File: src/rtl/scba_pkg.sv
`default_nettype none
package scba_pkg;

  localparam int PAGE_COUNT = 16;
  localparam int MAX_HEAPS  = 8;
  localparam int MAX_CLASS  = 15;
  localparam int MIN_CLASS  = 3;
  localparam int NCLASS     = MAX_CLASS - MIN_CLASS + 1;
  localparam int OFF_W      = MAX_CLASS - MIN_CLASS;
  localparam int PAGE_W     = 4;
  localparam int BLK_W      = PAGE_W + OFF_W;
  localparam int LINK_DEPTH = 1 << BLK_W;
  localparam int LIST_DEPTH = MAX_HEAPS * NCLASS;
  localparam int SLOT_W     = 7;
  localparam int ADDR_W     = 19;
  localparam int HEAP_W     = 3;
  localparam int CLS_W      = 4;
  localparam int HC_W       = 4;
  localparam int STRIDE_W   = OFF_W + 1;

  localparam logic [1:0] ST_OK        = 2'd0;
  localparam logic [1:0] ST_TOO_LARGE = 2'd1;
  localparam logic [1:0] ST_NO_MEM    = 2'd2;
  localparam logic [1:0] ST_BAD_FREE  = 2'd3;

  localparam logic OP_ALLOC = 1'b0;
  localparam logic OP_FREE  = 1'b1;

  localparam logic [HC_W-1:0] HC_RESET = 4'd4;

  typedef struct packed {
    logic              op;
    logic              too_large;
    logic [CLS_W-1:0]  cls;
    logic [HEAP_W-1:0] home;
    logic [ADDR_W-1:0] addr;
  } scba_req_t;

  typedef struct packed {
    logic full;
    logic empty;
  } scba_q_st_t;

  typedef enum logic [2:0] {
    B_IDLE, B_LOOK, B_HEAD_RD, B_LINK, B_CUR, B_FREE_CHK, B_FREE_RD, B_DONE
  } back_state_t;

  function automatic logic [SLOT_W-1:0] slot_of(input logic [HEAP_W-1:0] h,
                                                input logic [CLS_W-1:0] c);
    logic [SLOT_W-1:0] hx;
    hx = {4'b0, h};
    return (hx << 3) + (hx << 2) + hx + {3'b0, c} - 7'd3;
  endfunction

  function automatic logic [HC_W-1:0] hc_clamp(input logic [HC_W-1:0] v);
    logic [HC_W-1:0] r;
    r = v;
    if (v == 4'd0) r = 4'd1;
    if (v > 4'd8) r = 4'd8;
    return r;
  endfunction

endpackage
`default_nettype wire

File: src/rtl/scba_front.sv
`default_nettype none
module scba_front (
  input  wire logic                           clk,
  input  wire logic                           rst_n,
  input  wire logic                           in_valid,
  output logic                                in_stall,
  input  wire logic                           in_operation,
  input  wire logic [15:0]                    in_thread_key,
  input  wire logic [15:0]                    in_request_bytes,
  input  wire logic [scba_pkg::ADDR_W-1:0]    in_free_address,
  input  wire logic [scba_pkg::HC_W-1:0]      hc,
  input  wire scba_pkg::scba_q_st_t           q_st,
  output logic                                q_push,
  output scba_pkg::scba_req_t                 q_data
);

  logic                         busy_r, busy_nxt;
  logic [1:0]                   step_r, step_nxt;
  logic [15:0]                  key_r;
  logic [3:0]                   rem_r, rem_nxt;
  logic                         op_r, tl_r;
  logic [scba_pkg::CLS_W-1:0]   cls_r, cls_in;
  logic [scba_pkg::ADDR_W-1:0]  addr_r;
  logic [16:0]                  need;
  logic                         tl_in;
  logic                         accept;
  logic [7:0]                   digits;

  assign accept   = in_valid && !busy_r;
  assign in_stall = busy_r;

  // smallest class whose block holds the bytes plus header
  always_comb begin
    need   = {1'b0, in_request_bytes} + 17'd2;
    tl_in  = need > 17'd32768;
    cls_in = 4'd15;
    for (int c = 15; c >= 3; c--) begin
      if ((17'd1 << c) >= need) cls_in = 4'(c);
    end
  end

  // key mod hc, one byte a cycle, high byte first
  always_comb begin
    logic [3:0] t;
    digits  = (step_r == 2'd0) ? key_r[15:8] : key_r[7:0];
    rem_nxt = rem_r;
    for (int k = 7; k >= 0; k--) begin
      t = {rem_nxt[2:0], digits[k]};
      if (t >= hc) t = t - hc;
      rem_nxt = t;
    end
  end

  always_comb begin
    busy_nxt = busy_r;
    step_nxt = step_r;
    q_push   = 1'b0;
    if (accept) begin
      busy_nxt = 1'b1;
      step_nxt = 2'd0;
    end else if (busy_r) begin
      if (step_r != 2'd2) begin
        step_nxt = step_r + 2'd1;
      end else if (!q_st.full) begin
        q_push   = 1'b1;
        busy_nxt = 1'b0;
      end
    end
  end

  always_ff @(posedge clk) begin
    if (!rst_n) begin
      busy_r <= 1'b0;
      step_r <= 2'd0;
    end else begin
      busy_r <= busy_nxt;
      step_r <= step_nxt;
    end
  end

  always_ff @(posedge clk) begin
    if (accept) begin
      key_r  <= in_thread_key;
      op_r   <= in_operation;
      addr_r <= in_free_address;
      cls_r  <= cls_in;
      tl_r   <= tl_in;
      rem_r  <= 4'd0;
    end else if (busy_r && step_r != 2'd2) begin
      rem_r <= rem_nxt;
    end
  end

  always_comb begin
    q_data.op        = op_r;
    q_data.too_large = tl_r && (op_r == scba_pkg::OP_ALLOC);
    q_data.cls       = cls_r;
    q_data.home      = rem_r[2:0];
    q_data.addr      = addr_r;
  end

endmodule
`default_nettype wire

File: config.mk
export PLATFORM = sky130hd
export DESIGN_NAME = scba_front
export DESIGN_NICKNAME = d
export VERILOG_FILES = /design/src/rtl/scba_pkg.sv /design/src/rtl/scba_front.sv
export SDC_FILE = /design/constraint.sdc
export NUM_CORES = 1
export LEC_CHECK = 0
export ABC_AREA = 0
export BUFFER_PORTS_ARGS = -buffer_cell sky130_fd_sc_hd__buf_2
export CORE_UTILIZATION = 25
export DETAILED_ROUTE_END_ITERATION = 10
export MAX_ROUTING_LAYER = met4
export PLACE_DENSITY_LB_ADDON = 0.25
export SLEW_MARGIN = 30
export SYNTH_ARGS = -nofsm -noshare
export SYNTH_HDL_FRONTEND = slang
export SYNTH_SLANG_ARGS = --single-unit
File: constraint.sdc
create_clock -name clk -period 11.3 [get_ports clk]
set_clock_uncertainty 0.05 [all_clocks]
set_input_delay 1.13 -clock clk [delete_from_list [all_inputs] [get_ports clk]]
set_output_delay 1.13 -clock clk [all_outputs]
set_load 0.005 [all_outputs]
==> results of run 1 <==
==> cell type report <==
type | count | area (um^2)
inverter | 21 | 78.8
clock inverter | 3 | 46.3
timing repair buffer | 106 | 573
sequential | 47 | 1350
multi-input combinational | 310 | 2490
fill | 1621 | 10400
clock buffer | 5 | 125
tap | 211 | 264
==> power by group <==
group / internal [mW] / switching (mW) / leakage (nW)
sequential: 0.205 / 0.00807 / 0.433
clock: 0.105 / 0.0672 / 0.0804
combinational: 0.553 / 0.539 / 1.57
total: 0.863 / 0.615 / 2.08
==> state kept, by name (all words and copies together) (netlist names) <==
| register | cells |
|---|---|
| addr_r | 19 |
| cls_r | 4 |
| in_stall | 1 |
| key_r | 16 |
| op_r | 1 |
| rem_r | 3 |
| step_r | 2 |
| tl_r | 1 |
==> cell families after synthesis <==
| group | after synthesis |
|---|---|
| adder cells (fa/ha/maj) | 44 |
| flip-flops | 47 |
| buffers and inverters | 36 |
| AO/OA/AOI/OAI | 95 |
| multiplexers | 28 |
| XOR/XNOR | 18 |
| AND/OR/NAND/NOR | 125 |
==> stage by stage <==
| stage | worst slack (ps) | std cells | cell area [um^2] | utilization |
|---|---|---|---|---|
| final | 584 | 703 | 4930 | 0.322 |
| after global placement | 90.0 | 695 | 4720 | 0.308 |
| after global routing | 18.7 | 703 | 4930 | 0.322 |
| after CTS | 239 | 703 | 4890 | 0.319 |
| after detailed placement | 4.40 | 695 | 4720 | 0.308 |
| after floorplan | 15.2 | 393 | 3960 | - |
==> worst min-delay path, stage by stage (launching register included) <==
cell and delay [ps]:
dfxtp_1 350, xnor2_1 80, nor2_1 80
==> path summary, 6_finish.rpt <==
path,start,endpoint,slack [ps],depth (start not counted)
setup / recovery,hc[0],rem_r[2]$_SDFFE_PP0P_,580,55
hold / removal,step_r[0]$_SDFFE_PP0P_,step_r[0]$_SDFFE_PP0P_,500,2
setup reg to reg,step_r[0]$_SDFFE_PP0P_,rem_r[2]$_SDFFE_PP0P_,630,57
hold reg to reg,step_r[0]$_SDFFE_PP0P_,step_r[0]$_SDFFE_PP0P_,500,2
==> cell usage in the layout, fill, tap and decap left out, drive strengths merged, types with 11 or more instances in the layout <==
cell type,instances
mux2i,19
a21oi,18
nand2,38
o21ai,26
a21o,11
nor2,20
nand4,12
inv,22
ha,36
nand3,13
edfxtp,41
buf,106
==> layer usage <==
layer / share of wire / up-vias
li1: - / 1659
met1: 0.44 / 1554
met2: 0.53 / 47
met3: 0.023 / 8
met4: 0.013 / 0
met5: 0 / -
==> timing repair <==
action                     in CTS  in global routing
setup endpoints to repair       0                  3
resized for setup               0                 10
hold buffers                    0                  0
==> reports/metrics.cfg, run 1 <==
[clocking]
insertion_delay_ps=290
post-cts-setup-buffers=0
clockBufferDepth=2
cts_buffers=5
cts_tree=yes
h-tree-depth=2
clk_pin_slew_ps=60
cts_num_sinks=47
cts_root_buffer=clkbuf_16

[sta]
fin_crit_sh=0.948
tightest_slew_ps=597
rsz0062_at_grt=false
holdWs_ps=496
slew_headroom=0.602
final-max-slew-violation-count=0
fmax_mhz=93.3
hold_viol=0
tns_ps=0
min_period_ps=10720
setup_violations=0

[global_route]
grt_use_total=0.128
grt_pass1_wl_um=16300
grt_util_met1=0.152
antenna_found_initial=0
grt_max_degree=46
met2_usage=0.229
grt_pass1_vias=3310
gr-usage-met3=0.0142
grt_busiest_layer=met2
grt-ovfl-total=0

[floorplan]
rows=45
dieWidth_um=128
io_pins=91
fp.dieArea_um2=16300
core_um2=15300
start_util=0.259
die_h_um=128

[worst_setup_path]
crit_path_max_fanout=4
max_stage_delay_ps=430
worstSetupPathType=in -> reg
crit_arrival_ps=10900
required_ps=11480
cp-start-kind=input pin
crit_slowest_cell=fa_1
end_kind=flop
cp_top_family=compound AO/OA/AOI/OAI gates
path_buf_inv=10

[synth]
synth_commonest_cells=41 x edfxtp_1, 38 x nand2_1, 36 x ha_1, 24 x o21ai_0, 21 x inv_1
synth_area_leader_cell=edfxtp_1
synth_area_um2=3960
synth.top_cell.area_share=0.311
synth_edf_count=41
yosysWarnings=0
synth.avg_cell_area_um2=10.1
syn_inst=393
synth_most_common_cell=edfxtp_1
synth_cell_types=68
synth_simple_gate_area_share=0.178
synth-xor-area-share=0.0417
synth.net_count=498
synthAdderAreaFrac=0.154
ys.flop_type=edfxtp_1
synth-compound-area-share=0.168
async_flop_share=0
synthMuxAreaShare=0.0736
synth-seq-cells=47
ys_seq_area_frac=0.341
synth_area_leaders=edfxtp_1 31%, ha_1 11%, mux2i_1 4.8%, fa_1 4.0%, nand2_1 3.6%
synth_top_family_by_area=simple AND/OR/NAND/NOR gates

[power]
p_total_mw=1.48
ir_worst_vdd_v=0.000152
powerDensity_nw_per_um2=300
leakage_nw=2.08

[placed_design]
gp_congestion=0.856
dp_hpwl_um=7930
place.port_buffers=89

[finish]
diodes=0
nNetsFinal=596
area_growth_pct=24.5
final_layout_size_suffix_gt1_frac=0.305

[route]
drc=0
ant_nets=0
dr.pass1.iters=4
vias=3268
via_per_inst=4.65
drt_wl_total_um=9940
drtIter0Drc=161
wl_per_cell_um=14.1

[job]
cap_violations=0

[run_status]
status=completed

[min_path]
min_path_type=reg -> reg

Note: power is estimated with default switching activity, not from simulation.
==> run 2, diff against run 1 <==
--- a/config.mk
+++ b/config.mk
@@ -7,7 +7,7 @@
 export LEC_CHECK = 0
 export ABC_AREA = 0
 export BUFFER_PORTS_ARGS = -buffer_cell sky130_fd_sc_hd__buf_2
-export CORE_UTILIZATION = 25
+export CORE_UTILIZATION = 50
 export DETAILED_ROUTE_END_ITERATION = 10
 export MAX_ROUTING_LAYER = met4
 export PLACE_DENSITY_LB_ADDON = 0.25
==> run 2 against run 1 <==
  * Critical path type unchanged
  * Wire length shrank 11%
  * Clock-buffer cell count is the same
  * Critical endpoint unchanged
  * Non-clock buffer count shrank 2
  * Global-route usage grew 10 points
  * Highest routed layer unchanged
==> reports/metrics.cfg, run 2 (synthesized netlist as in run 1, its figures left out) <==
[worst_setup_path]
worstSetupPathType=in -> reg  ; unchanged
crit_path_max_fanout=4  ; unchanged
reg2reg_to=rem_r[2]$_SDFFE_PP0P_  ; unchanged
cp-endpoint=rem_r[2]$_SDFFE_PP0P_  ; unchanged
critPathLaunch=hc[0]  ; unchanged
required_ps=11520  ; was 11480 ps
cp-start-kind=input pin  ; unchanged
crit_slowest_cell=fa_1  ; unchanged
max_stage_delay_ps=400  ; was 430 ps
reg2reg_from=step_r[0]$_SDFFE_PP0P_  ; unchanged
reg2reg_slack_ps=580  ; was 630 ps
r2r_cells=59  ; was 57
cpMostUsedCell=nand2_1
end_kind=flop  ; unchanged
crit_arrival_ps=10990  ; was 10900 ps

[clocking]
hold_buffers=0  ; unchanged
h-tree-depth=2  ; unchanged
clockBufferDepth=2  ; unchanged
cts_num_sinks=47  ; unchanged
cts_tree=yes  ; unchanged
cts_buffers=5  ; unchanged
cts_root_buffer=clkbuf_8  ; was clkbuf_16
insertion_delay_ps=310  ; was 290 ps
clk_pin_slew_ps=110  ; was 60 ps

[power]
leakage_nw=2.04  ; was 2.08 nW
powerDensity_nw_per_um2=303  ; was 300 nW/um^2
ir_worst_vdd_v=0.000203  ; was 0.000152 V

[global_route]
grt_pass1_vias=3339  ; was 3310
met2_usage=0.391  ; was 0.229
grt_use_total=0.229  ; was 0.128
grt_busiest_layer=met2  ; unchanged
grt_util_met1=0.284  ; was 0.152
grt_max_degree=46  ; unchanged
antenna_found_initial=0  ; unchanged
gr-usage-met3=0.0385  ; was 0.0142
grt-ovfl-total=0  ; unchanged
grt_pass1_wl_um=14900  ; was 16300 um

[min_path]
min_path_type=reg -> reg  ; unchanged

[floorplan]
rows=32  ; was 45
die_h_um=91.0  ; was 128 um
fp.dieArea_um2=8280  ; was 16300 um^2
dieWidth_um=91.0  ; was 128 um
start_util=0.515  ; was 0.259
core_um2=7690  ; was 15300 um^2
io_pins=91  ; unchanged

[placed_design]
place_area_um2=4560  ; was 4720 um^2
dp_hpwl_um=6990  ; was 7930 um
gp_congestion=0.945  ; was 0.856
dp_cells=583  ; was 695
place.port_buffers=89  ; unchanged

[sta]
fin_crit_sh=0.953  ; was 0.948
final-max-slew-violation-count=0  ; unchanged
hold_viol=0  ; unchanged
tightest_slew_ps=649  ; was 597 ps
fmax_mhz=92.9  ; was 93.3 MHz
holdWs_ps=494  ; was 496 ps
rsz0062_at_grt=false  ; unchanged
min_period_ps=10770  ; was 10720 ps
slew_headroom=0.567  ; was 0.602
setup_violations=0  ; unchanged

[route]
drtIter0Drc=129  ; was 161
drt_wl_total_um=8890  ; was 9940 um
vias=3395  ; was 3268
via_per_inst=5.73  ; was 4.65
dr.pass1.iters=4  ; unchanged
drc=0  ; unchanged
wl_per_cell_um=15.0  ; was 14.1 um
ant_nets=0  ; unchanged

[finish]
final_cells=592  ; was 703
diodes=0  ; unchanged
area_growth_pct=18.5  ; was 24.5%
largest_register_ffs=19  ; unchanged
final_common_cell=buf_2  ; unchanged
final_layout_size_suffix_gt1_frac=0.300  ; was 0.305
nNetsFinal=594  ; was 596
biggestRegsByFlops=addr_r: 19 flops, key_r: 16 flops, cls_r: 4 flops  ; unchanged
final_area_um2=4690  ; was 4930 um^2
regMostFlops=addr_r  ; unchanged
final_cell_mix=89 x buf_2, 41 x edfxtp_1, 38 x nand2_1  ; unchanged

[job]
cap_violations=0  ; unchanged

[run_status]
status=completed  ; unchanged

-- run 2: cell types whose count changed in the layout (fill, tap and decap cells not counted) --
cell / previous run / this run
ha_1: 35 / 36
a21oi_1: 12 / 11
mux2i_1: 17 / 18
clkbuf_8: 0 / 5
a21oi_2: 4 / 6
a21oi_4: 2 / 1
mux2i_2: 2 / 1
buf_4: 17 / 15
ha_2: 1 / 0
inv_8: 0 / 1
clkbuf_16: 5 / 0
bufinv_16: 1 / 0
-- run 2: cell type report --
| class | instances | area, um^2 |
|---|---|---|
| clock inverter | 3 | 27.5 |
| inverter | 21 | 78.8 |
| fill | 682 | 2990 |
| timing repair buffer | 104 | 558 |
| tap | 102 | 128 |
| sequential | 47 | 1350 |
| multi-input combinational | 310 | 2480 |
| clock buffer | 5 | 68.8 |
-- run 2: repair_timing --
item,4_1_cts,5_1_grt
gates resized for setup,0,8
setup buffers,0,1
endpoints found under the setup margin,0,3
-- run 2: through the flow --
stage          utilization  setup TNS (ps)  power (mW)  setup WS, ps
5_1_grt              0.611               0        1.57          29.5
3_3_place_gp         0.593               0        1.16           174
3_5_place_dp         0.593            -531        1.23          -219
2_1_floorplan            -               0       0.956          15.2
6_report             0.611               0        1.42           534
4_1_cts              0.605               0        1.34           112
-- run 2: report_power, final --
group	total [mW]	leakage, nW	internal [mW]	switching (mW)
clock	0.111	0.0467	0.0460	0.0654
sequential	0.212	0.433	0.204	0.00775
combinational	1.10	1.56	0.553	0.545
total	1.42	2.04	0.804	0.618
-- run 2: worst min path at each step --
stage / startpoint / to / slack, ps / depth (start not counted)
finish: step_r[0]$_SDFFE_PP0P_ / step_r[0]$_SDFFE_PP0P_ / 490 / 2
global route: step_r[0]$_SDFFE_PP0P_ / step_r[0]$_SDFFE_PP0P_ / 550 / 2
CTS: step_r[0]$_SDFFE_PP0P_ / step_r[0]$_SDFFE_PP0P_ / 500 / 2
detailed placement: step_r[0]$_SDFFE_PP0P_ / step_r[0]$_SDFFE_PP0P_ / 470 / 2
global placement: step_r[0]$_SDFFE_PP0P_ / step_r[0]$_SDFFE_PP0P_ / 450 / 2
floorplan: step_r[0]$_SDFFE_PP0P_ / step_r[0]$_SDFFE_PP0P_ / 430 / 2
-- run 2: layer usage --
layer / vias to the layer above / part of all wire
li1: 1653 / -
met1: 1646 / 0.45
met2: 83 / 0.50
met3: 13 / 0.038
met4: 0 / 0.016
met5: - / 0
-- run 2: worst max-delay path: cells and delay by family --
kind | cells | cell delay (ps)
AOI/OAI and AO/OA | 20 | 3670
buffers and inverters | 8 | 580
and+or+nand+nor | 13 | 780
adders and majority gates | 9 | 2130
muxes | 7 | 2700
