[src/rtl/scba_pkg.sv]
`default_nettype none
package scba_pkg;

  localparam int PAGE_COUNT = 16;
  localparam int MAX_HEAPS  = 8;
  localparam int MAX_CLASS  = 15;
  localparam int MIN_CLASS  = 3;
  localparam int NCLASS     = MAX_CLASS - MIN_CLASS + 1;
  localparam int OFF_W      = MAX_CLASS - MIN_CLASS;
  localparam int PAGE_W     = 4;
  localparam int BLK_W      = PAGE_W + OFF_W;
  localparam int LINK_DEPTH = 1 << BLK_W;
  localparam int LIST_DEPTH = MAX_HEAPS * NCLASS;
  localparam int SLOT_W     = 7;
  localparam int ADDR_W     = 19;
  localparam int HEAP_W     = 3;
  localparam int CLS_W      = 4;
  localparam int HC_W       = 4;
  localparam int STRIDE_W   = OFF_W + 1;

  localparam logic [1:0] ST_OK        = 2'd0;
  localparam logic [1:0] ST_TOO_LARGE = 2'd1;
  localparam logic [1:0] ST_NO_MEM    = 2'd2;
  localparam logic [1:0] ST_BAD_FREE  = 2'd3;

  localparam logic OP_ALLOC = 1'b0;
  localparam logic OP_FREE  = 1'b1;

  localparam logic [HC_W-1:0] HC_RESET = 4'd4;

  typedef struct packed {
    logic              op;
    logic              too_large;
    logic [CLS_W-1:0]  cls;
    logic [HEAP_W-1:0] home;
    logic [ADDR_W-1:0] addr;
  } scba_req_t;

  typedef struct packed {
    logic full;
    logic empty;
  } scba_q_st_t;

  typedef enum logic [2:0] {
    B_IDLE, B_LOOK, B_HEAD_RD, B_LINK, B_CUR, B_FREE_CHK, B_FREE_RD, B_DONE
  } back_state_t;

  function automatic logic [SLOT_W-1:0] slot_of(input logic [HEAP_W-1:0] h,
                                                input logic [CLS_W-1:0] c);
    logic [SLOT_W-1:0] hx;
    hx = {4'b0, h};
    return (hx << 3) + (hx << 2) + hx + {3'b0, c} - 7'd3;
  endfunction

  function automatic logic [HC_W-1:0] hc_clamp(input logic [HC_W-1:0] v);
    logic [HC_W-1:0] r;
    r = v;
    if (v == 4'd0) r = 4'd1;
    if (v > 4'd8) r = 4'd8;
    return r;
  endfunction

endpackage
`default_nettype wire

[src/rtl/scba_queue.sv]
`default_nettype none
module scba_queue (
  input  wire logic                 clk,
  input  wire logic                 rst_n,
  input  wire logic                 push,
  input  wire scba_pkg::scba_req_t  wr_data,
  input  wire logic                 pop,
  output scba_pkg::scba_req_t       rd_data,
  output scba_pkg::scba_q_st_t      st
);

  scba_pkg::scba_req_t ent_r [2];
  logic       wp_r, rp_r;
  logic [1:0] cnt_r;

  assign st.full  = cnt_r == 2'd2;
  assign st.empty = cnt_r == 2'd0;
  assign rd_data  = ent_r[rp_r];

  always_ff @(posedge clk) begin
    if (!rst_n) begin
      wp_r  <= 1'b0;
      rp_r  <= 1'b0;
      cnt_r <= 2'd0;
    end else begin
      if (push) wp_r <= !wp_r;
      if (pop)  rp_r <= !rp_r;
      cnt_r <= cnt_r + {1'b0, push} - {1'b0, pop};
    end
  end

  always_ff @(posedge clk) begin
    if (push) begin
      ent_r[wp_r] <= wr_data;
    end
  end

endmodule
`default_nettype wire

[config.mk]
export PLATFORM = sky130hd
export DESIGN_NAME = scba_queue
export DESIGN_NICKNAME = d
export VERILOG_FILES = /design/src/rtl/scba_pkg.sv /design/src/rtl/scba_queue.sv
export SDC_FILE = /design/constraint.sdc
export NUM_CORES = 1
export LEC_CHECK = 0
export ABC_AREA = 1
export BUFFER_PORTS_ARGS = -buffer_cell sky130_fd_sc_hd__buf_2
export CORE_MARGIN = 2
export CORE_UTILIZATION = 23
export CTS_CLUSTER_SIZE = 14
export DETAILED_ROUTE_END_ITERATION = 10
export PLACE_DENSITY = 0.5
export REMOVE_ABC_BUFFERS = 1
export SYNTH_ARGS = -nofsm -noshare
export SYNTH_HDL_FRONTEND = slang
export SYNTH_SLANG_ARGS = --single-unit
[constraint.sdc]
create_clock -name clk -period 5.7 [get_ports clk]
set_input_delay 0.57 -clock clk [delete_from_list [all_inputs] [get_ports clk]]
set_output_delay 0.57 -clock clk [all_outputs]
set_load 0.02 [all_outputs]
==> impl_table.tex, run 1 <==
\begin{tabular}{lr}
\hline
Metric & Value \\
\hline
\multicolumn{2}{l}{\textbf{Outcome}} \\
\quad Run status & finished, final reports clean \\
\multicolumn{2}{l}{\textbf{Pwr}} \\
\quad Max VDD drop & $\sim$0.00013 V \\
\quad Power per Cell Area & roughly 350 nW/µm² \\
\quad Standby leakage power & $\sim$0.0012 µW \\
\multicolumn{2}{l}{\textbf{STA}} \\
\quad Max Freq & between 0.4 and 0.5 GHz \\
\quad Worst clock skew & a little under 0.005 ns \\
\quad Unrepaired setup endpoints after global routing & false \\
\quad Final number of max-transition violations & 0 \\
\quad Setup ws final & 3.27 ns \\
\quad Final setup violation count & 0 \\
\quad Setup TNS & 0 ns \\
\quad Actual transition at the worst max-transition pin & approximately 0.93 ns \\
\quad Post-layout minimum cycle time & approximately 2.4 ns \\
\quad Tightest slew margin relative to the limit & 38.1\% \\
\quad Final number of hold-violating endpoints & 0 \\
\quad Final Cycle Share & between 40\% and 50\% \\
\multicolumn{2}{l}{\textbf{Yosys}} \\
\quad Synthesis Warnings & 0 \\
\quad Sequential area share after synthesis & between 70\% and 80\% \\
\quad Combined area of all synthesized cells & about 2300 µm² \\
\quad Count of unique library cells instantiated by Yosys & 12 \\
\quad Count of state elements after synthesis & between 60 and 70 \\
\quad Post-synthesis instance total & 120 \\
\quad Average footprint of a synthesized cell & 19.6 µm² \\
\multicolumn{2}{l}{\textbf{Global route}} \\
\quad Wire length of the first global-routing pass & around 6400 µm \\
\quad Number of antenna violations at the first check in global routing & 0 \\
\quad Number of global-route vias before repair & roughly 1,300 \\
\quad Maximum number of pins on one net before global-route repair & 29 \\
\quad Overall fraction of global-route tracks in use & under 10\% \\
\quad Overflow after GRT & 0 \\
\multicolumn{2}{l}{\textbf{Worst setup path}} \\
\quad Element type at the critical path start & flop \\
\quad Critical path cell sequence & mux2\_2 > buf\_2 \\
\quad Critical path data required time & approximately 5.1 ns \\
\quad Longest individual stage delay on the worst path & around 0.94 ns \\
\quad Maximum net fanout on the critical path & 28 \\
\quad Arrival time at the worst endpoint & 1.86 ns \\
\quad Category of the critical setup timing path & flop to output pin \\
\quad Type of element capturing the critical path & output pin \\
\quad Master of the slowest instance on the critical path & sky130\_fd\_sc\_hd\_\_dfxtp\_2 \\
\multicolumn{2}{l}{\textbf{Clock network}} \\
\quad CTS sink count & roughly 60 \\
\quad H-tree Lvls & 3 \\
\quad Maximum buffer depth of the clock tree & 2 \\
\quad Setup repair bufs after CTS & 0 \\
\quad Clk\_lat worst skew & $\sim$0.33 ns \\
\quad Clock root buffer & sky130\_fd\_sc\_hd\_\_clkbuf\_8 \\
\quad Clock edge transition at the registers on the reported setup and hold paths & 0.07 ns \\
\quad Hold buffers post-CTS & 0 \\
\quad Clock buffer count from CTS & 9 \\
\quad CTS tree & yes \\
\quad Post\_cts resized & 0 \\
\multicolumn{2}{l}{\textbf{Cells and area}} \\
\quad Syn-to-layout area delta & 27.8\% \\
\quad Final nets & between 200 and 250 \\
\quad Total of fill cells in the finished design & between 900 and 1,000 \\
\quad Share of final-layout standard cells stronger than drive strength 1 & between 50\% and 60\% \\
\quad Count of inserted antenna diode cells & 0 \\
\quad Most common cell after layout, fill and taps aside & sky130\_fd\_sc\_hd\_\_buf\_2 \\
\quad Most frequent cells in the layout & sky130\_fd\_sc\_hd\_\_buf\_2, sky130\_fd\_sc\_hd\_\_edfxtp\_1, sky130\_fd\_sc\_hd\_\_mux2\_4 \\
\multicolumn{2}{l}{\textbf{Detailed routing}} \\
\quad Total vias in the final route & about 1,200 \\
\quad DRC Markers & 0 \\
\quad Drt pass-1 iters & 4 \\
\quad Avg WL per Cell & approximately 13 µm \\
\quad Post-detailed-routing wire length & about 4200 µm \\
\quad Detailed Route Iter0 Violations & a little over 50 \\
\quad Per-cell via count in the routed design & $\sim$3.7 \\
\quad Antenna-violating nets left & 0 \\
\multicolumn{2}{l}{\textbf{Die}} \\
\quad Height of the chip & $\sim$110 µm \\
\quad Total core area & slightly below 10,000 µm² \\
\quad I/O pin total & 62 \\
\quad Die area & 11,000 µm² \\
\quad Die width & approximately 110 µm \\
\quad Number of placement rows & 36 \\
\quad Starting density of the core & a little under a quarter \\
\multicolumn{2}{l}{\textbf{Place}} \\
\quad Pre-CTS setup slack & 3.59 ns \\
\quad Placer Congestion & roughly 0.65 \\
\quad Port Buffer Count & between 60 and 70 \\
\quad Post-DP HPWL & around 2600 µm \\
\multicolumn{2}{l}{\textbf{Worst hold path}} \\
\quad Worst min-delay path class & primary input to flop \\
\multicolumn{2}{l}{\textbf{Flow run}} \\
\quad Max-cap viol count & 0 \\
\hline
\end{tabular}
[flip-flops by register name, indices dropped and copies added, names as in the netlist, named ones only]
name	cells
cnt_r	2
ent_r	56
rp_r	1
wp_r	1
[path summary, 6_finish.rpt]
kind | start | endpoint | slack [ns] | cells past startpoint
max | flop | rd_data[4] | 3.27 | 2
min | wr_data[9] | ent_r[0][9] | 0.43 | 1
max reg2reg | wp_r | ent_r[1][11] | 4.50 | 3
min reg2reg | rp_r | rp_r | 0.51 | 2
[cell type report]
| class | count | area [µm²] | area share (%) |
|---|---|---|---|
| inverter | 7 | 26.3 | 0.875 |
| multi-input combinational | 49 | 492 | 16.4 |
| tap | 133 | 166 | 5.54 |
| clock inverter | 7 | 90.1 | 3.00 |
| timing repair buffer | 63 | 320 | 10.7 |
| clock buffer | 9 | 124 | 4.13 |
| sequential | 61 | 1780 | 59.4 |
[critical path, delay by kind of cell (launching register included)]
family                 cells  cell delay (ns)
muxes                      1             0.42
buffers and inverters      1             0.16
DFF                        1             0.94
[synthesized netlist by cell type]
| cell | count | area [µm²] |
|---|---|---|
| sky130_fd_sc_hd__inv_1 | 7 | 26.3 |
| sky130_fd_sc_hd__nand2_1 | 8 | 30.0 |
| sky130_fd_sc_hd__mux2_2 | 8 | 90.1 |
| sky130_fd_sc_hd__a21oi_1 | 1 | 5.00 |
| sky130_fd_sc_hd__nor2_1 | 9 | 33.8 |
| sky130_fd_sc_hd__nand3_1 | 1 | 5.00 |
| sky130_fd_sc_hd__buf_12 | 2 | 40.0 |
| sky130_fd_sc_hd__edfxtp_1 | 56 | 1680 |
| sky130_fd_sc_hd__ha_1 | 2 | 25.0 |
| sky130_fd_sc_hd__buf_6 | 1 | 11.3 |
| sky130_fd_sc_hd__dfxtp_1 | 5 | 100 |
| sky130_fd_sc_hd__mux2_4 | 20 | 300 |
[layer usage]
| layer | track usage (%) | up-vias | routed length (µm) |
|---|---|---|---|
| met5 | 0 | - | 0 |
| met3 | 4.12 | 2 | 289 |
| met1 | 9.52 | 591 | 1900 |
| met4 | 3.14 | 0 | 15 |
| li1 | - | 586 | - |
| met2 | 12.1 | 43 | 1980 |
[through the flow]
| step | area [µm²] | util [%] | hold WS [ns] | power (µW) | std cells |
|---|---|---|---|---|---|
| 2_1_floorplan | 2300 | - | 0.463 | 614 | 117 |
| 3_5_place_dp | 2790 | 28.3 | 0.486 | 660 | 313 |
| 4_1_cts | 3000 | 30.4 | 0.405 | 1080 | 329 |
| 5_1_grt | 3000 | 30.4 | 0.401 | 1110 | 329 |
| 3_3_place_gp | 2790 | 28.3 | 0.477 | 657 | 313 |
| 6_report | 3000 | 30.4 | 0.428 | 1060 | 329 |
[report_power, final]
group / leakage, µW / switching (µW) / internal [µW] / total (µW)
combinational: 0.000527 / 62.5 / 53.2 / 116
clock: 0.000107 / 168 / 244 / 411
sequential: 0.000568 / 14.9 / 517 / 531
[logic make-up after synthesis]
logic type | count (synthesis) | share of synthesized area, %
DFF | 61 | 75.9
buffers and inverters | 10 | 3.30
muxes | 28 | 16.6
and+or+nand+nor | 18 | 2.93
adders and majority gates | 2 | 1.07
AOI/OAI and AO/OA | 1 | 0.213
Power figures use the tool's default switching activity.
==> run 2: changes to the inputs <==
--- a/config.mk
+++ b/config.mk
@@ -5,13 +5,13 @@
 export SDC_FILE = /design/constraint.sdc
 export NUM_CORES = 1
 export LEC_CHECK = 0
-export ABC_AREA = 1
+export ABC_AREA = 0
 export BUFFER_PORTS_ARGS = -buffer_cell sky130_fd_sc_hd__buf_2
 export CORE_MARGIN = 2
 export CORE_UTILIZATION = 23
 export CTS_CLUSTER_SIZE = 14
 export DETAILED_ROUTE_END_ITERATION = 10
-export PLACE_DENSITY = 0.5
+export PLACE_DENSITY = 0.52
 export REMOVE_ABC_BUFFERS = 1
 export SYNTH_ARGS = -nofsm -noshare
 export SYNTH_HDL_FRONTEND = slang
==> constraint.sdc (replaced) <==
create_clock -name clk -period 2.19 [get_ports clk]
set_input_delay 0.219 -clock clk [delete_from_list [all_inputs] [get_ports clk]]
set_output_delay 0.219 -clock clk [all_outputs]
set_load 0.02 [all_outputs]
==> run 2 against run 1 <==
  * Non-clock buffer count increased by 3
  * Critical path type unchanged
  * Design area increased by 1.7%
  * Sequential cell count unchanged
  * Global-route usage decreased by 0.28 points
  * Area after synthesis unchanged
  * Die area unchanged
  * Wire length decreased by 1.8%
  * Largest power group unchanged
  * Hold slack got worse by 0.37 ns
  * Total power increased to 2.7 times the previous value
  * Synthesized cell count decreased by 10%
  * Worst setup slack got worse by 2.8 ns
==> impl_table.tex, run 2 <==
\begin{tabular}{lr}
\hline
Metric & Value \\
\hline
\multicolumn{2}{l}{\textbf{Pwr}} \\
\quad Switching power of the nets & 685 µW (was 245 µW) \\
\quad Fraction of power consumed by combinational cells & 13.4\% (was 10.9\%) \\
\quad Clock share of power & 38.8\% (was 38.9\%) \\
\quad Total power draw & 2850 µW (was 1060 µW) \\
\quad Share of total power consumed by net switching & 24.0\% (was 23.2\%) \\
\quad Internal portion of total power & 2170 µW (was 813 µW) \\
\quad Sequential Power Share & 47.8\% (was 50.2\%) \\
\quad Max VDD drop & 0.000397 V (was 0.000127 V) \\
\quad Power per Cell Area & 935 nW/µm² (was 353 nW/µm²) \\
\quad Standby leakage power & 0.00119 µW (was 0.00120 µW) \\
\multicolumn{2}{l}{\textbf{Clock network}} \\
\quad CTS tree & yes (unchanged) \\
\quad Maximum buffer depth of the clock tree & 2 (unchanged) \\
\quad Post\_cts resized & 0 (unchanged) \\
\quad Hold buffers post-CTS & 0 (unchanged) \\
\quad Clock buffer count from CTS & 9 (unchanged) \\
\quad Clock root buffer & sky130\_fd\_sc\_hd\_\_clkbuf\_8 (unchanged) \\
\quad H-tree Lvls & 3 (unchanged) \\
\quad CTS sink count & 61 (unchanged) \\
\quad Clk\_lat worst skew & 0.34 ns (was 0.33 ns) \\
\quad Clock edge transition at the registers on the reported setup and hold paths & 0.08 ns (was 0.07 ns) \\
\quad Setup repair bufs after CTS & 0 (unchanged) \\
\multicolumn{2}{l}{\textbf{Yosys}} \\
\quad Dominant register cell in the synthesized netlist & sky130\_fd\_sc\_hd\_\_edfxtp\_1 (unchanged) \\
\quad Count of unique library cells instantiated by Yosys & 14 (was 12) \\
\quad Combined area of all synthesized cells & 2350 µm² (unchanged) \\
\quad Average footprint of a synthesized cell & 21.7 µm² (was 19.6 µm²) \\
\quad Synthesis Warnings & 0 (unchanged) \\
\quad Sequential area share after synthesis & 75.9\% (unchanged) \\
\quad Area share of the largest cell type after synthesis & 71.6\% (unchanged) \\
\quad Top cells by area in the synthesized netlist & sky130\_fd\_sc\_hd\_\_edfxtp\_1, sky130\_fd\_sc\_hd\_\_mux2\_4, sky130\_fd\_sc\_hd\_\_dfxtp\_1 (unchanged) \\
\quad Count of state elements after synthesis & 61 (unchanged) \\
\quad Leading cell types by count after synthesis & sky130\_fd\_sc\_hd\_\_edfxtp\_1, sky130\_fd\_sc\_hd\_\_mux2\_4, sky130\_fd\_sc\_hd\_\_mux2\_2 (was sky130\_fd\_sc\_hd\_\_edfxtp\_1, sky130\_fd\_sc\_hd\_\_mux2\_4, sky130\_fd\_sc\_hd\_\_nor2\_1) \\
\quad Ys async rst share & 0\% (unchanged) \\
\quad Cell accounting for the most synthesized area & sky130\_fd\_sc\_hd\_\_edfxtp\_1 (unchanged) \\
\quad Cell with the most instances after synthesis & sky130\_fd\_sc\_hd\_\_edfxtp\_1 (unchanged) \\
\quad Post-synthesis instance total & 108 (was 120) \\
\quad Post-synth EDFFs & 56 (unchanged) \\
\multicolumn{2}{l}{\textbf{Detailed routing}} \\
\quad Detailed Route Iter0 Violations & 37 (was 51) \\
\quad Per-cell via count in the routed design & 3.64 (was 3.71) \\
\quad Post-detailed-routing wire length & 4110 µm (was 4190 µm) \\
\quad Total vias in the final route & 1,165 (was 1,222) \\
\quad DRC Markers & 0 (unchanged) \\
\quad Antenna-violating nets left & 0 (unchanged) \\
\quad Avg WL per Cell & 12.9 µm (was 12.7 µm) \\
\quad Drt pass-1 iters & 4 (unchanged) \\
\multicolumn{2}{l}{\textbf{Cells and area}} \\
\quad Most common cell after layout, fill and taps aside & sky130\_fd\_sc\_hd\_\_buf\_2 (unchanged) \\
\quad Syn-to-layout area delta & 30.0\% (was 27.8\%) \\
\quad Final nets & 216 (was 225) \\
\quad Count of inserted antenna diode cells & 0 (unchanged) \\
\quad Share of final-layout standard cells stronger than drive strength 1 & 60.4\% (was 55.1\%) \\
\quad Most flop-heavy register & ent\_r (unchanged) \\
\quad Max FFs per register & 56 (unchanged) \\
\quad Registers with the highest flip-flop counts & ent\_r x56, cnt\_r x2 (unchanged) \\
\quad Most frequent cells in the layout & sky130\_fd\_sc\_hd\_\_buf\_2, sky130\_fd\_sc\_hd\_\_edfxtp\_1, sky130\_fd\_sc\_hd\_\_mux2\_4 (unchanged) \\
\multicolumn{2}{l}{\textbf{Worst setup path}} \\
\quad Arrival time at the worst endpoint & 1.47 ns (was 1.86 ns) \\
\quad Setup slack of the worst register-to-register path & 0.81 ns (was 4.50 ns) \\
\quad Element type at the critical path start & flop (unchanged) \\
\quad Worst reg2reg path startpoint & wp\_r (unchanged) \\
\quad Cell depth of the worst flop-to-flop path & 2 (was 3) \\
\quad Maximum net fanout on the critical path & 14 (was 28) \\
\quad Critical path data required time & 1.97 ns (was 5.13 ns) \\
\quad Type of element capturing the critical path & output pin (unchanged) \\
\quad Critical path cell sequence & buf\_4 > mux2\_2 > buf\_2 (was mux2\_2 > buf\_2) \\
\quad Endpoint of the worst-slack reg-to-reg timing path & ent\_r[1][19] (was ent\_r[1][11]) \\
\quad Category of the critical setup timing path & flop to output pin (unchanged) \\
\quad Master of the slowest instance on the critical path & sky130\_fd\_sc\_hd\_\_mux2\_2 (was sky130\_fd\_sc\_hd\_\_dfxtp\_2) \\
\quad Longest individual stage delay on the worst path & 0.37 ns (was 0.94 ns) \\
\multicolumn{2}{l}{\textbf{Die}} \\
\quad Total core area & 9860 µm² (unchanged) \\
\quad Starting density of the core & 23.8\% (unchanged) \\
\quad Die area & 11,000 µm² (unchanged) \\
\quad Height of the chip & 105 µm (unchanged) \\
\quad Number of placement rows & 36 (unchanged) \\
\quad Die width & 105 µm (unchanged) \\
\quad I/O pin total & 62 (unchanged) \\
\multicolumn{2}{l}{\textbf{STA}} \\
\quad Actual transition at the worst max-transition pin & 0.507 ns (was 0.928 ns) \\
\quad Final number of hold-violating endpoints & 0 (unchanged) \\
\quad Final Cycle Share & about 77\% \\
\quad Setup TNS & 0 ns (unchanged) \\
\quad Unrepaired setup endpoints after global routing & false (unchanged) \\
\quad Final number of max-transition violations & 0 (unchanged) \\
\quad Final setup violation count & 0 (unchanged) \\
\quad Worst clock skew & 0.00706 ns (was 0.00495 ns) \\
\quad Tightest slew margin relative to the limit & 66.1\% (was 38.1\%) \\
\quad Post-layout minimum cycle time & $\sim$1.7 ns \\
\quad Setup ws final & 0.499 ns (was 3.27 ns) \\
\quad Max Freq & 0.591 GHz \\
\multicolumn{2}{l}{\textbf{Flow run}} \\
\quad Max-cap viol count & 0 (unchanged) \\
\multicolumn{2}{l}{\textbf{Global route}} \\
\quad Number of antenna violations at the first check in global routing & 0 (unchanged) \\
\quad Overall fraction of global-route tracks in use & 7.69\% (was 7.96\%) \\
\quad Maximum number of pins on one net before global-route repair & 18 (was 29) \\
\quad Wire length of the first global-routing pass & 6290 µm (was 6430 µm) \\
\quad Number of global-route vias before repair & 1,198 (was 1,258) \\
\quad Overflow after GRT & 0 (unchanged) \\
\multicolumn{2}{l}{\textbf{Worst hold path}} \\
\quad Hold EP & ent\_r[0][9] (unchanged) \\
\quad Hold-critical path depth & 1 (unchanged) \\
\quad Source of the worst hold timing path & wr\_data[9] (unchanged) \\
\quad Worst min-delay path class & primary input to flop (unchanged) \\
\multicolumn{2}{l}{\textbf{Place}} \\
\quad Pre-CTS setup slack & 0.771 ns (was 3.59 ns) \\
\quad Port Buffer Count & 61 (unchanged) \\
\quad Placer Congestion & 0.628 (was 0.646) \\
\quad Post-DP HPWL & 2810 µm (was 2600 µm) \\
\multicolumn{2}{l}{\textbf{Outcome}} \\
\quad Run status & finished, final reports clean (unchanged) \\
\hline
\end{tabular}
-- run 2: metrics by stage --
stage	cell area [µm²]	hold slack, ns	util [%]	std cells
after floorplan	2300	0.318	-	105
after global placement	2830	0.410	28.7	304
after detailed placement	2830	0.410	28.7	304
after CTS	3050	0.0468	30.9	320
after global routing	3050	0.0479	30.9	320
final	3050	0.0623	30.9	320
-- run 2: worst max path at each step --
stage	from	endpoint	slack [ns]	cells past startpoint
3_5_place_dp	wp_r	ent_r[1][11]	0.77	2
5_1_grt	flop	rd_data[4]	0.41	3
3_3_place_gp	wp_r	ent_r[1][12]	0.79	2
6_report	flop	rd_data[4]	0.50	3
4_1_cts	flop	rd_data[4]	0.47	3
2_1_floorplan	wp_r	ent_r[0][0]	0.17	1
-- run 2: cell families (layout without fill, tap and decap cells) --
| kind of cell | Yosys count | after routing | share of synthesized area (%) |
|---|---|---|---|
| and+or+nand+nor | 9 | 9 | 2.29 |
| DFF | 61 | 61 | 75.9 |
| buffers and inverters | 5 | 84 | 2.50 |
| AOI/OAI and AO/OA | 1 | 1 | 0.320 |
| adders and majority gates | 2 | 2 | 1.07 |
| muxes | 28 | 28 | 16.6 |
| xor gates and xnor gates | 2 | 2 | 1.33 |
-- run 2: critical path: cells and delay by family, from the launching register on --
| kind | cells | cell delay [ns] |
|---|---|---|
| flops | 1 | 0.32 |
| mux | 1 | 0.37 |
| buf+inv | 2 | 0.44 |
-- run 2: power by group through the flow --
stage | Combinational [µW] | Sequential, µW | Clock, µW
6_report | 382 | 1370 | 1110
3_5_place_dp | 390 | 1390 | 0
5_1_grt | 415 | 1370 | 1200
3_3_place_gp | 389 | 1390 | 0
4_1_cts | 392 | 1370 | 1140
2_1_floorplan | 236 | 1410 | 0
-- run 2: final cells by class --
cell class	count	area, µm²
clock buffer	9	124
clock inverter	7	100
fill	979	6810
inverter	2	7.51
multi-input combinational	42	517
sequential	61	1780
tap	133	166
timing repair buffer	66	355
-- run 2: routing by layer --
| layer | vias up | track usage, % | routed length, µm |
|---|---|---|---|
| li1 | 558 | - | - |
| met5 | - | 0 | 0 |
| met4 | 0 | 3.71 | 51 |
| met3 | 7 | 3.87 | 335 |
| met1 | 557 | 9.33 | 1860 |
| met2 | 43 | 11.3 | 1870 |
